===== config.mk =====
export PLATFORM = sky130hd
export DESIGN_NAME = cobs_crc_frame_receiver
export DESIGN_NICKNAME = d
export VERILOG_FILES = /design/src/hw/rtl/ccfr_pkg.sv /design/src/hw/rtl/ccfr_ram.sv /design/src/hw/rtl/ccfr_datapath.sv /design/src/hw/rtl/ccfr_ctrl.sv /design/src/hw/rtl/cobs_crc_frame_receiver.sv
export SDC_FILE = /design/constraint.sdc
export NUM_CORES = 2
export LEC_CHECK = 0
export ABC_CLOCK_PERIOD_IN_PS = 24900
export BUFFER_PORTS_ARGS = -buffer_cell sky130_fd_sc_hd__buf_2
export CAP_MARGIN = 20
export CORE_UTILIZATION = 61
export DETAILED_ROUTE_END_ITERATION = 16
export HOLD_SLACK_MARGIN = 0.05
export PLACE_DENSITY_LB_ADDON = 0.25
export SYNTH_ARGS = -nofsm -noshare
export SYNTH_HDL_FRONTEND = slang
export SYNTH_MEMORY_MAX_BITS = 65536
export SYNTH_SLANG_ARGS = --single-unit

===== constraint.sdc =====
create_clock -name clk -period 24.9 [get_ports clk]
set_input_delay 4.98 -clock clk [delete_from_list [all_inputs] [get_ports clk]]
set_output_delay 4.98 -clock clk [all_outputs]
set_load 0.01 [all_outputs]

===== src/hw/rtl/ccfr_pkg.sv =====
// ----------------------------------------------------------------------------
// ccfr_pkg: shared types and constants
// Status codes, controller states and the command/status structs between the
// controller and the datapath of the COBS/CRC frame receiver.
// ----------------------------------------------------------------------------
package ccfr_pkg;

  localparam logic [2:0] ST_NONE     = 3'd0;
  localparam logic [2:0] ST_OK       = 3'd1;
  localparam logic [2:0] ST_HELD     = 3'd2;
  localparam logic [2:0] ST_OVERFLOW = 3'd3;
  localparam logic [2:0] ST_COBS     = 3'd4;
  localparam logic [2:0] ST_CRC      = 3'd5;
  localparam logic [2:0] ST_HDR      = 3'd6;

  localparam logic [1:0] KIND_BYTE    = 2'd0;
  localparam logic [1:0] KIND_RELEASE = 2'd1;
  localparam logic [1:0] KIND_READ    = 2'd2;
  localparam logic [1:0] KIND_UNUSED  = 2'd3;

  localparam logic [1:0] REG_MAGIC0  = 2'd0;
  localparam logic [1:0] REG_MAGIC1  = 2'd1;
  localparam logic [1:0] REG_VERSION = 2'd2;

  localparam logic [15:0] CRC_INIT = 16'hFFFF;
  localparam logic [15:0] CRC_POLY = 16'h1021;

  typedef enum logic [2:0] {
    S_IDLE,
    S_READ,
    S_FINISH,
    S_OUT
  } ctrl_state_t;

  // controller -> datapath
  typedef struct packed {
    logic take_byte;   // decode one line byte
    logic drop_frame;  // discard current frame (overflow)
    logic finish;      // delimiter: run the final checks
    logic release_frm; // drop the held frame
    logic read_rd;     // issue payload read
    logic out_load;    // capture result
  } ccfr_cmd_t;

  // datapath -> controller
  typedef struct packed {
    logic held;
    logic raw_empty;
    logic raw_full;
  } ccfr_sts_t;

  function automatic logic [15:0] crc_byte(input logic [15:0] crc, input logic [7:0] b);
    logic [15:0] c;
    c = crc ^ {b, 8'h00};
    for (int i = 0; i < 8; i++) begin
      c = c[15] ? ((c << 1) ^ CRC_POLY) : (c << 1);
    end
    return c;
  endfunction

endpackage


===== src/hw/rtl/ccfr_ram.sv =====
// ----------------------------------------------------------------------------
// ccfr_ram: generic simple dual-port RAM
// One write and one read address per cycle, registered read data.
// ----------------------------------------------------------------------------
module ccfr_ram #(
  parameter int WIDTH = 8,
  parameter int DEPTH = 512
) (
  input  logic                     clk,
  input  logic                     we,
  input  logic [$clog2(DEPTH)-1:0] waddr,
  input  logic [WIDTH-1:0]         wdata,
  input  logic [$clog2(DEPTH)-1:0] raddr,
  output logic [WIDTH-1:0]         rdata
);

  logic [WIDTH-1:0] mem [DEPTH];

  // write and registered read
  always_ff @(posedge clk) begin
    if (we) begin
      mem[waddr] <= wdata;
    end
    rdata <= mem[raddr];
  end

endmodule


===== src/hw/rtl/ccfr_datapath.sv =====
// ----------------------------------------------------------------------------
// ccfr_datapath: streaming COBS decode, CRC and frame hold
// Decodes each line byte as it arrives into the decoded RAM, runs the CRC two
// bytes behind, captures header bytes and holds the result registers.
// ----------------------------------------------------------------------------
module ccfr_datapath #(
  parameter int MAX_PAYLOAD_BYTES = 256,
  parameter int RAW_DEPTH         = 512,
  parameter int DECODED_DEPTH     = 512
) (
  input  logic                  clk,
  input  logic                  rst,
  input  ccfr_pkg::ccfr_cmd_t   cmd,
  output ccfr_pkg::ccfr_sts_t   sts,
  input  logic                  cfg_valid,
  input  logic [1:0]            cfg_index,
  input  logic [7:0]            cfg_data,
  input  logic [7:0]            rx_byte,
  input  logic [7:0]            byte_index,
  input  logic [2:0]            ev_status,
  input  logic                  ev_accepted,
  output logic [2:0]            fin_status,
  output logic                  accepted,
  output logic [2:0]            status,
  output logic                  frame_ready,
  output logic [7:0]            frame_type,
  output logic [7:0]            frame_flags,
  output logic [15:0]           frame_seq,
  output logic [8:0]            frame_length,
  output logic [7:0]            read_data,
  output logic [31:0]           crc_error_count,
  output logic [31:0]           cobs_error_count,
  output logic [31:0]           header_error_count
);

  localparam int DAW = $clog2(DECODED_DEPTH);
  localparam int RCW = $clog2(RAW_DEPTH + 1);
  localparam int DCW = $clog2(DECODED_DEPTH + 1);
  localparam int HDR = 9;

  logic [7:0] magic0, magic1, version;
  logic [RCW-1:0] raw_count;
  logic [DCW-1:0] wr;          // decoded bytes written
  logic [7:0]     left;        // data bytes left in current block
  logic [7:0]     code;        // current block code
  logic           bad;         // decode failed
  logic [15:0]    crc;
  logic [7:0]     d1, d2;      // last two decoded bytes (d1 newest)
  logic [7:0]     hdr [HDR];
  logic           held;
  logic [7:0]     h_type, h_flags;
  logic [15:0]    h_seq;
  logic [8:0]     h_len;
  logic [31:0]    crc_errors, cobs_errors, header_errors;
  logic           rd_ok;
  logic [7:0]     rd_idx;      // payload position of the read in flight
  logic [7:0]     ram_q;

  // decoded RAM write side
  logic           we;
  logic [7:0]     wdata;
  logic           push0;       // pending block-end zero before this byte
  logic           push_n;      // data byte pushed this step

  ccfr_ram #(.WIDTH(8), .DEPTH(DECODED_DEPTH)) u_dec (
    .clk  (clk),
    .we   (we),
    .waddr(wr[DAW-1:0]),
    .wdata(wdata),
    .raddr(DAW'(HDR + int'(rd_idx))),
    .rdata(ram_q)
  );

  // a new block starts after a finished block; its implicit zero is written
  // when the next code arrives and more data follows
  always_comb begin
    push0  = 1'b0;
    push_n = 1'b0;
    we     = 1'b0;
    wdata  = rx_byte;
    if (cmd.take_byte && !bad) begin
      if (raw_count == '0 || left == 8'd0) begin
        // code byte: previous non-FF block ends with a zero
        push0 = (raw_count != '0) && (code != 8'hFF);
        we    = push0 && (wr < DCW'(DECODED_DEPTH));
        wdata = 8'h00;
      end else begin
        push_n = 1'b1;
        we     = wr < DCW'(DECODED_DEPTH);
      end
    end
  end

  assign sts.held      = held;
  assign sts.raw_empty = (raw_count == '0);
  assign sts.raw_full  = (raw_count >= RCW'(RAW_DEPTH));

  // final checks at the delimiter
  logic [15:0] got, plen;
  logic        dec_fail;
  always_comb begin
    got      = {d1, d2};
    plen     = {hdr[8], hdr[7]};
    dec_fail = bad || (left != 8'd0) || (wr < DCW'(HDR + 2));
    if (dec_fail) begin
      fin_status = ccfr_pkg::ST_COBS;
    end else if (got != crc) begin
      fin_status = ccfr_pkg::ST_CRC;
    end else if (hdr[0] != magic0 || hdr[1] != magic1 || hdr[2] != version) begin
      fin_status = ccfr_pkg::ST_HDR;
    end else if (plen > 16'(MAX_PAYLOAD_BYTES) ||
                 32'(wr) != 32'(HDR + 2) + 32'(plen)) begin
      fin_status = ccfr_pkg::ST_HDR;
    end else begin
      fin_status = ccfr_pkg::ST_OK;
    end
  end

  // config registers
  always_ff @(posedge clk) begin
    if (rst) begin
      magic0  <= 8'd0;
      magic1  <= 8'd0;
      version <= 8'd0;
    end else if (cfg_valid) begin
      case (cfg_index)
        ccfr_pkg::REG_MAGIC0:  magic0  <= cfg_data;
        ccfr_pkg::REG_MAGIC1:  magic1  <= cfg_data;
        ccfr_pkg::REG_VERSION: version <= cfg_data;
        default: ;
      endcase
    end
  end

  // decoder, CRC pipeline, held frame and counters
  always_ff @(posedge clk) begin
    if (rst) begin
      raw_count     <= '0;
      wr            <= '0;
      left          <= 8'd0;
      code          <= 8'd0;
      bad           <= 1'b0;
      crc           <= ccfr_pkg::CRC_INIT;
      held          <= 1'b0;
      h_type        <= 8'd0;
      h_flags       <= 8'd0;
      h_seq         <= 16'd0;
      h_len         <= 9'd0;
      crc_errors    <= '0;
      cobs_errors   <= '0;
      header_errors <= '0;
      rd_ok         <= 1'b0;
      rd_idx        <= 8'd0;
    end else begin
      if (cmd.take_byte) begin
        raw_count <= raw_count + RCW'(1);
        if (raw_count == '0 || left == 8'd0) begin
          code <= rx_byte;
          left <= rx_byte - 8'd1;
          if (push0) begin
            if (wr >= DCW'(DECODED_DEPTH)) bad <= 1'b1;
            else wr <= wr + DCW'(1);
          end
        end else begin
          left <= left - 8'd1;
          if (push_n && !bad) begin
            if (wr >= DCW'(DECODED_DEPTH)) bad <= 1'b1;
            else wr <= wr + DCW'(1);
          end
        end
      end
      if (cmd.drop_frame) begin
        raw_count   <= '0;
        cobs_errors <= cobs_errors + 32'd1;
        wr <= '0; left <= 8'd0; bad <= 1'b0; crc <= ccfr_pkg::CRC_INIT;
      end
      if (cmd.finish) begin
        raw_count <= '0;
        wr <= '0; left <= 8'd0; bad <= 1'b0; crc <= ccfr_pkg::CRC_INIT;
        case (fin_status)
          ccfr_pkg::ST_COBS: cobs_errors   <= cobs_errors + 32'd1;
          ccfr_pkg::ST_CRC:  crc_errors    <= crc_errors + 32'd1;
          ccfr_pkg::ST_HDR:  header_errors <= header_errors + 32'd1;
          ccfr_pkg::ST_OK: begin
            held    <= 1'b1;
            h_type  <= hdr[3];
            h_flags <= hdr[4];
            h_seq   <= {hdr[6], hdr[5]};
            h_len   <= plen[8:0];
          end
          default: ;
        endcase
      end
      if (cmd.release_frm) begin
        held <= 1'b0;
      end
      // latch the read position; clear the read flag once the result is out
      if (cmd.read_rd) begin
        rd_idx <= byte_index;
        rd_ok  <= held && (9'(byte_index) < h_len) &&
                  (HDR + int'(byte_index) < DECODED_DEPTH);
      end else if (cmd.out_load) begin
        rd_ok <= 1'b0;
      end
      // CRC runs on the byte leaving the two-byte delay line
      if (we && !cmd.drop_frame && !cmd.finish && wr >= DCW'(2)) begin
        crc <= ccfr_pkg::crc_byte(crc, d2);
      end
    end
  end

  // delay line and header capture
  always_ff @(posedge clk) begin
    if (we) begin
      d1 <= wdata;
      d2 <= d1;
      if (wr < DCW'(HDR)) begin
        hdr[wr[3:0]] <= wdata;
      end
    end
  end

  // result register
  always_ff @(posedge clk) begin
    if (rst) begin
      accepted <= 1'b0;
      status   <= ccfr_pkg::ST_NONE;
    end else if (cmd.out_load) begin
      accepted <= ev_accepted;
      status   <= ev_status;
    end
  end
  always_ff @(posedge clk) begin
    if (cmd.out_load) begin
      frame_ready        <= held;
      frame_type         <= held ? h_type : 8'd0;
      frame_flags        <= held ? h_flags : 8'd0;
      frame_seq          <= held ? h_seq : 16'd0;
      frame_length       <= held ? h_len : 9'd0;
      read_data          <= rd_ok ? ram_q : 8'd0;
      crc_error_count    <= crc_errors;
      cobs_error_count   <= cobs_errors;
      header_error_count <= header_errors;
    end
  end

endmodule


===== src/hw/rtl/ccfr_ctrl.sv =====
// ----------------------------------------------------------------------------
// ccfr_ctrl: item sequencer
// Accepts one item, issues datapath commands, presents the result and waits
// for it to be taken.
// ----------------------------------------------------------------------------
module ccfr_ctrl (
  input  logic                clk,
  input  logic                rst,
  input  logic                in_valid,
  output logic                in_ready,
  output logic                out_valid,
  input  logic                out_ready,
  input  logic [1:0]          kind,
  input  logic [7:0]          rx_byte,
  input  ccfr_pkg::ccfr_sts_t sts,
  input  logic [2:0]          fin_status,
  output ccfr_pkg::ccfr_cmd_t cmd,
  output logic [2:0]          ev_status,
  output logic                ev_accepted
);

  ccfr_pkg::ctrl_state_t state, state_next;
  logic [2:0] ev_st, ev_st_next;
  logic       ev_acc, ev_acc_next;
  logic       valid, valid_next;

  // state and event registers
  always_ff @(posedge clk) begin
    if (rst) begin
      state  <= ccfr_pkg::S_IDLE;
      ev_st  <= ccfr_pkg::ST_NONE;
      ev_acc <= 1'b0;
      valid  <= 1'b0;
    end else begin
      state  <= state_next;
      ev_st  <= ev_st_next;
      ev_acc <= ev_acc_next;
      valid  <= valid_next;
    end
  end

  assign out_valid   = valid;
  assign ev_status   = ev_st;
  assign ev_accepted = ev_acc;
  assign in_ready    = (state == ccfr_pkg::S_IDLE) && (!valid || out_ready);

  // next state and commands
  always_comb begin
    state_next  = state;
    ev_st_next  = ev_st;
    ev_acc_next = ev_acc;
    valid_next  = valid && !out_ready;
    cmd         = '0;
    case (state)
      ccfr_pkg::S_IDLE: begin
        if (in_valid && in_ready) begin
          ev_st_next  = ccfr_pkg::ST_NONE;
          ev_acc_next = 1'b0;
          state_next  = ccfr_pkg::S_OUT;
          case (kind)
            ccfr_pkg::KIND_BYTE: begin
              if (sts.held) begin
                ev_st_next  = ccfr_pkg::ST_HELD;
                ev_acc_next = 1'b1;
              end else if (rx_byte == 8'h00) begin
                if (!sts.raw_empty) state_next = ccfr_pkg::S_FINISH;
              end else if (sts.raw_full) begin
                cmd.drop_frame = 1'b1;
                ev_st_next     = ccfr_pkg::ST_OVERFLOW;
              end else begin
                cmd.take_byte = 1'b1;
              end
            end
            ccfr_pkg::KIND_RELEASE: cmd.release_frm = 1'b1;
            ccfr_pkg::KIND_READ: begin
              cmd.read_rd = 1'b1;
              state_next  = ccfr_pkg::S_READ;
            end
            default: ;
          endcase
        end
      end
      ccfr_pkg::S_READ: state_next = ccfr_pkg::S_OUT;
      ccfr_pkg::S_FINISH: begin
        cmd.finish  = 1'b1;
        ev_st_next  = fin_status;
        ev_acc_next = (fin_status == ccfr_pkg::ST_OK);
        state_next  = ccfr_pkg::S_OUT;
      end
      ccfr_pkg::S_OUT: begin
        cmd.out_load = 1'b1;
        valid_next   = 1'b1;
        state_next   = ccfr_pkg::S_IDLE;
      end
      default: state_next = ccfr_pkg::S_IDLE;
    endcase
  end

endmodule


===== src/hw/rtl/cobs_crc_frame_receiver.sv =====
// ----------------------------------------------------------------------------
// cobs_crc_frame_receiver: COBS frame receiver with CRC-16-CCITT check
// Decodes COBS as bytes arrive, checks CRC and header at the delimiter and
// holds a good frame for indexed payload reads until released.
// ----------------------------------------------------------------------------
//  channel | signals                                   | role
//  in      | in_valid in_ready kind rx_byte byte_index | command items
//  out     | out_valid out_ready accepted status ...   | one result per item
//  cfg     | cfg_valid cfg_ready cfg_index cfg_data    | register writes
//
// An item passes the accept and output states; a payload read adds a RAM read
// state, a frame-ending delimiter a final check state. A new item is taken
// only when no result waits or the waiting result is taken in the same cycle.
// Reset clears counters and the held frame; RAMs are not cleared.
module cobs_crc_frame_receiver #(
  parameter int MAX_PAYLOAD_BYTES = 256,
  parameter int RAW_DEPTH         = 512,
  parameter int DECODED_DEPTH     = 512
) (
  input  logic        clk,
  input  logic        rst,
  input  logic        in_valid,
  output logic        in_ready,
  input  logic [1:0]  kind,
  input  logic [7:0]  rx_byte,
  input  logic [7:0]  byte_index,
  output logic        out_valid,
  input  logic        out_ready,
  output logic        accepted,
  output logic [2:0]  status,
  output logic        frame_ready,
  output logic [7:0]  frame_type,
  output logic [7:0]  frame_flags,
  output logic [15:0] frame_seq,
  output logic [8:0]  frame_length,
  output logic [7:0]  read_data,
  output logic [31:0] crc_error_count,
  output logic [31:0] cobs_error_count,
  output logic [31:0] header_error_count,
  input  logic        cfg_valid,
  output logic        cfg_ready,
  input  logic [1:0]  cfg_index,
  input  logic [7:0]  cfg_data
);

  ccfr_pkg::ccfr_cmd_t cmd;
  ccfr_pkg::ccfr_sts_t sts;
  logic [2:0] fin_status, ev_status;
  logic       ev_accepted;

  assign cfg_ready = 1'b1;

  ccfr_ctrl u_ctrl (
    .clk(clk), .rst(rst),
    .in_valid(in_valid), .in_ready(in_ready),
    .out_valid(out_valid), .out_ready(out_ready),
    .kind(kind), .rx_byte(rx_byte),
    .sts(sts), .fin_status(fin_status), .cmd(cmd),
    .ev_status(ev_status), .ev_accepted(ev_accepted)
  );

  ccfr_datapath #(
    .MAX_PAYLOAD_BYTES(MAX_PAYLOAD_BYTES),
    .RAW_DEPTH(RAW_DEPTH),
    .DECODED_DEPTH(DECODED_DEPTH)
  ) u_dp (
    .clk(clk), .rst(rst), .cmd(cmd), .sts(sts),
    .cfg_valid(cfg_valid), .cfg_index(cfg_index), .cfg_data(cfg_data),
    .rx_byte(rx_byte), .byte_index(byte_index),
    .ev_status(ev_status), .ev_accepted(ev_accepted), .fin_status(fin_status),
    .accepted(accepted), .status(status), .frame_ready(frame_ready),
    .frame_type(frame_type), .frame_flags(frame_flags), .frame_seq(frame_seq),
    .frame_length(frame_length), .read_data(read_data),
    .crc_error_count(crc_error_count), .cobs_error_count(cobs_error_count),
    .header_error_count(header_error_count)
  );

endmodule

==> results.yml <==
layout:
  fin_area_um2: 161000
  final_nets: 7394
  utilization_pct: 68.39
  syn2layout_area_growth_pct: 11.32
  drive_gt1_share_pct: 24.74
  final_cell_mix: "edfxtp_1 (3482), mux4_2 (988), nor2_1 (665)"
  final_common_cell: "edfxtp_1"
pwr:
  powerDensity_nw_per_um2: 83.65
  ir_drop_mv: 0.06445
  leakage_uw: 0.04920
cts:
  cts_max_level: 5
  cts.sinks: 3725
  postCtsHoldBufs: 0
  clock_latency_ps: 960
  cts_made_buffers: 372
  cts-resized-gates: 0
  tritoncts: "done"
  cts-root-buf: "clkbuf_16"
  post-cts-setup-buffers: 0
  clk_pin_slew_worst_paths_ps: 60
  clockBufferDepth: 4
critical_path:
  crit_path_end_kind: "primary output"
  required_ps: 19920
  rr_worst_depth: 11
  arrival_ps: 5570
  cp-start-kind: "primary input"
  setup.worst_path.class: "primary input to primary output"
  path_max_fanout: 3
logic_synthesis:
  yosysSeqAreaShare_pct: 75.66
  synth_cell_type_count: 71
  syn_avg_cell_area_um2: 20.47
  synth_top_area_share_pct: 72.30
  syn_nets: 7123
  yosysWarnings: 0
  async_reset_ff_share_pct: 0
  synth-main-ff-cell: "edfxtp_1"
  syn_inst: 7066
  synth_top_area_cell: "edfxtp_1"
  ys_ff_latch: 3725
  synth_area_leaders: "edfxtp_1 (72%), mux4_2 (15%), dfxtp_1 (3.4%), nor2_1 (1.7%), mux2i_1 (1.0%)"
  syn_area_um2: 144600
  synth_edf_count: 3482
sta:
  layout_setup_ws_ps: 14350
  fin_setup_tns_ps: 0
  layout_min_cycle_time_ps: 10550
  setup-violations-final: 0
  finalMaxSlewViolations: 0
  skew_ps: 50.56
  period_share_pct: 42.37
  rsz0062_at_grt: "false"
  fmax_ghz: 0.09478
  hold_violations: 0
  slew_headroom_pct: 19.47
  tightest_slew_ps: 1208
detailed_routing:
  top_layer: "met5"
  avgRoutedWirePerCell_um: 32.03
  dr_total_vias: 72590
  met1_length_mm: 132.1
  via_per_inst: 6.740
  wl_met2_mm: 164.4
  ant_nets: 0
  dr.pass1.iters: 6
  drc_errors: 0
  wl_mm: 345.0
  drtIter0Drc: 9280
  wl_met3_mm: 37.68
floorplanning:
  core_area_um2: 235400
  ioPinCount: 186
  die-area_um2: 239000
  start_util_pct: 61.44
  die_w_um: 488.9
  die_h_um: 488.9
  core.rowCount: 178
placed_design:
  gp_congestion: 0.8724
  dpl.hpwl_mm: 197.3
  dpl-instance-area_um2: 149000
  pre_cts_slack_ps: 14110
  io_buffer_count: 184
grt:
  grt_usage_pct: 29.31
  grt_pass1_wl_mm: 502.9
  grt_max_degree: 185
  grt_pass1_vias: 71410
  grt_overflow_total: 0
  antenna_found_initial: 13
outcome:
  status: "finished, final reports clean"
hold_path:
  holdPathStages: 2
  hold_class: "flop to flop"
run:
  cap_violations: 0
[routing by layer]
layer / track usage, % / up-vias
met5: 0 / -
met4: 9.278 / 6
met3: 6.091 / 590
met2: 44.98 / 4654
met1: 42.91 / 38010
li1: - / 29330
[path summary, 6_finish.rpt]
check	start	endpoint	slack [ps]
setup / recovery	out_ready	in_ready	14350
hold / removal	u_dp.code[3]$_SDFFE_PP0P_	u_dp.code[3]$_SDFFE_PP0P_	460
setup reg to reg	u_dp.rd_idx[0]$_SDFFE_PP0P_	u_dp.u_dec.rdata[6]$_DFF_P_	17620
hold reg to reg	u_dp.code[3]$_SDFFE_PP0P_	u_dp.code[3]$_SDFFE_PP0P_	460
[cell usage after synthesis (3+ instances only)]
cell type	instances
a21o_1	6
a31oi_1	16
a211oi_1	42
o21a_1	3
a41o_1	7
ha_1	24
nor4_1	12
nand2b_1	7
xnor2_1	101
mux4_2	988
buf_2	135
nand4_1	36
nand3b_1	5
nand3_1	64
mux2i_1	147
a21oi_1	109
xor2_1	44
nor3b_1	6
edfxtp_1	3482
o211ai_1	15
buf_1	20
a22oi_1	33
o21ai_1	3
nand2_1	198
and4_1	6
nor3_2	4
or2_2	3
dfxtp_1	243
o21ai_0	68
inv_1	49
clkbuf_1	210
buf_6	8
and2_1	56
and3_1	36
o22ai_1	17
buf_4	31
or3_1	42
or4_1	14
nor3_1	17
o31ai_1	13
mux2_2	13
nor2_1	665
nor2b_1	33
[flip-flops by register name, indices dropped and copies added, names as in the netlist, 32 cells and up]
name and count:
u_dp.header_errors 32, u_dp.u_dec.mem 3248, u_dp.cobs_error_count 32, u_dp.hdr 72, u_dp.crc_errors 32, u_dp.cobs_errors 32
u_dp.header_error_count 32, u_dp.crc_error_count 32
[logic make-up after synthesis]
| logic type | synth area share [%] |
|---|---|
| compound gates | 1.557 |
| xor+xnor | 0.8781 |
| fa+ha+maj | 0.2076 |
| buf+inv | 1.418 |
| flops | 75.66 |
| mux | 16.50 |
| other cells | 0.002593 |
| simple gates | 3.770 |
[power by group]
group | internal [uW] | total [uW] | switching (uW) | leakage, uW
clock | 3230 | 5530 | 2300 | 0.00580
sequential | 6980 | 7000 | 19.2 | 0.0334
combinational | 324 | 934 | 610 | 0.0100
total | 10500 | 13500 | 2930 | 0.0492
[per-stage QoR]
stage / total power, uW / std cells / hold slack (ps)
after floorplan: 7809 / 7066 / 422.3
after global placement: 8045 / 10110 / 438.4
after detailed placement: 8065 / 10110 / 450.1
after CTS: 13510 / 10760 / 457.9
after global routing: 13790 / 10770 / 469.1
final: 13470 / 10770 / 456.9
[cell type report]
| class | count | area, um^2 |
|---|---|---|
| sequential | 3725 | 109400 |
| fill | 14080 | 74420 |
| multi-input combinational | 2887 | 33550 |
| clock buffer | 449 | 9796 |
| tap | 3150 | 3941 |
| clock inverter | 202 | 2100 |
| timing repair buffer | 302 | 1974 |
| inverter | 49 | 183.9 |
| antenna | 7 | 17.52 |
[critical path, stage by stage]
cell and delay, ps:
buf_2 100, nand2b_1 170, and2_1 180, buf_2 130
Power figures use the tool's default switching activity.
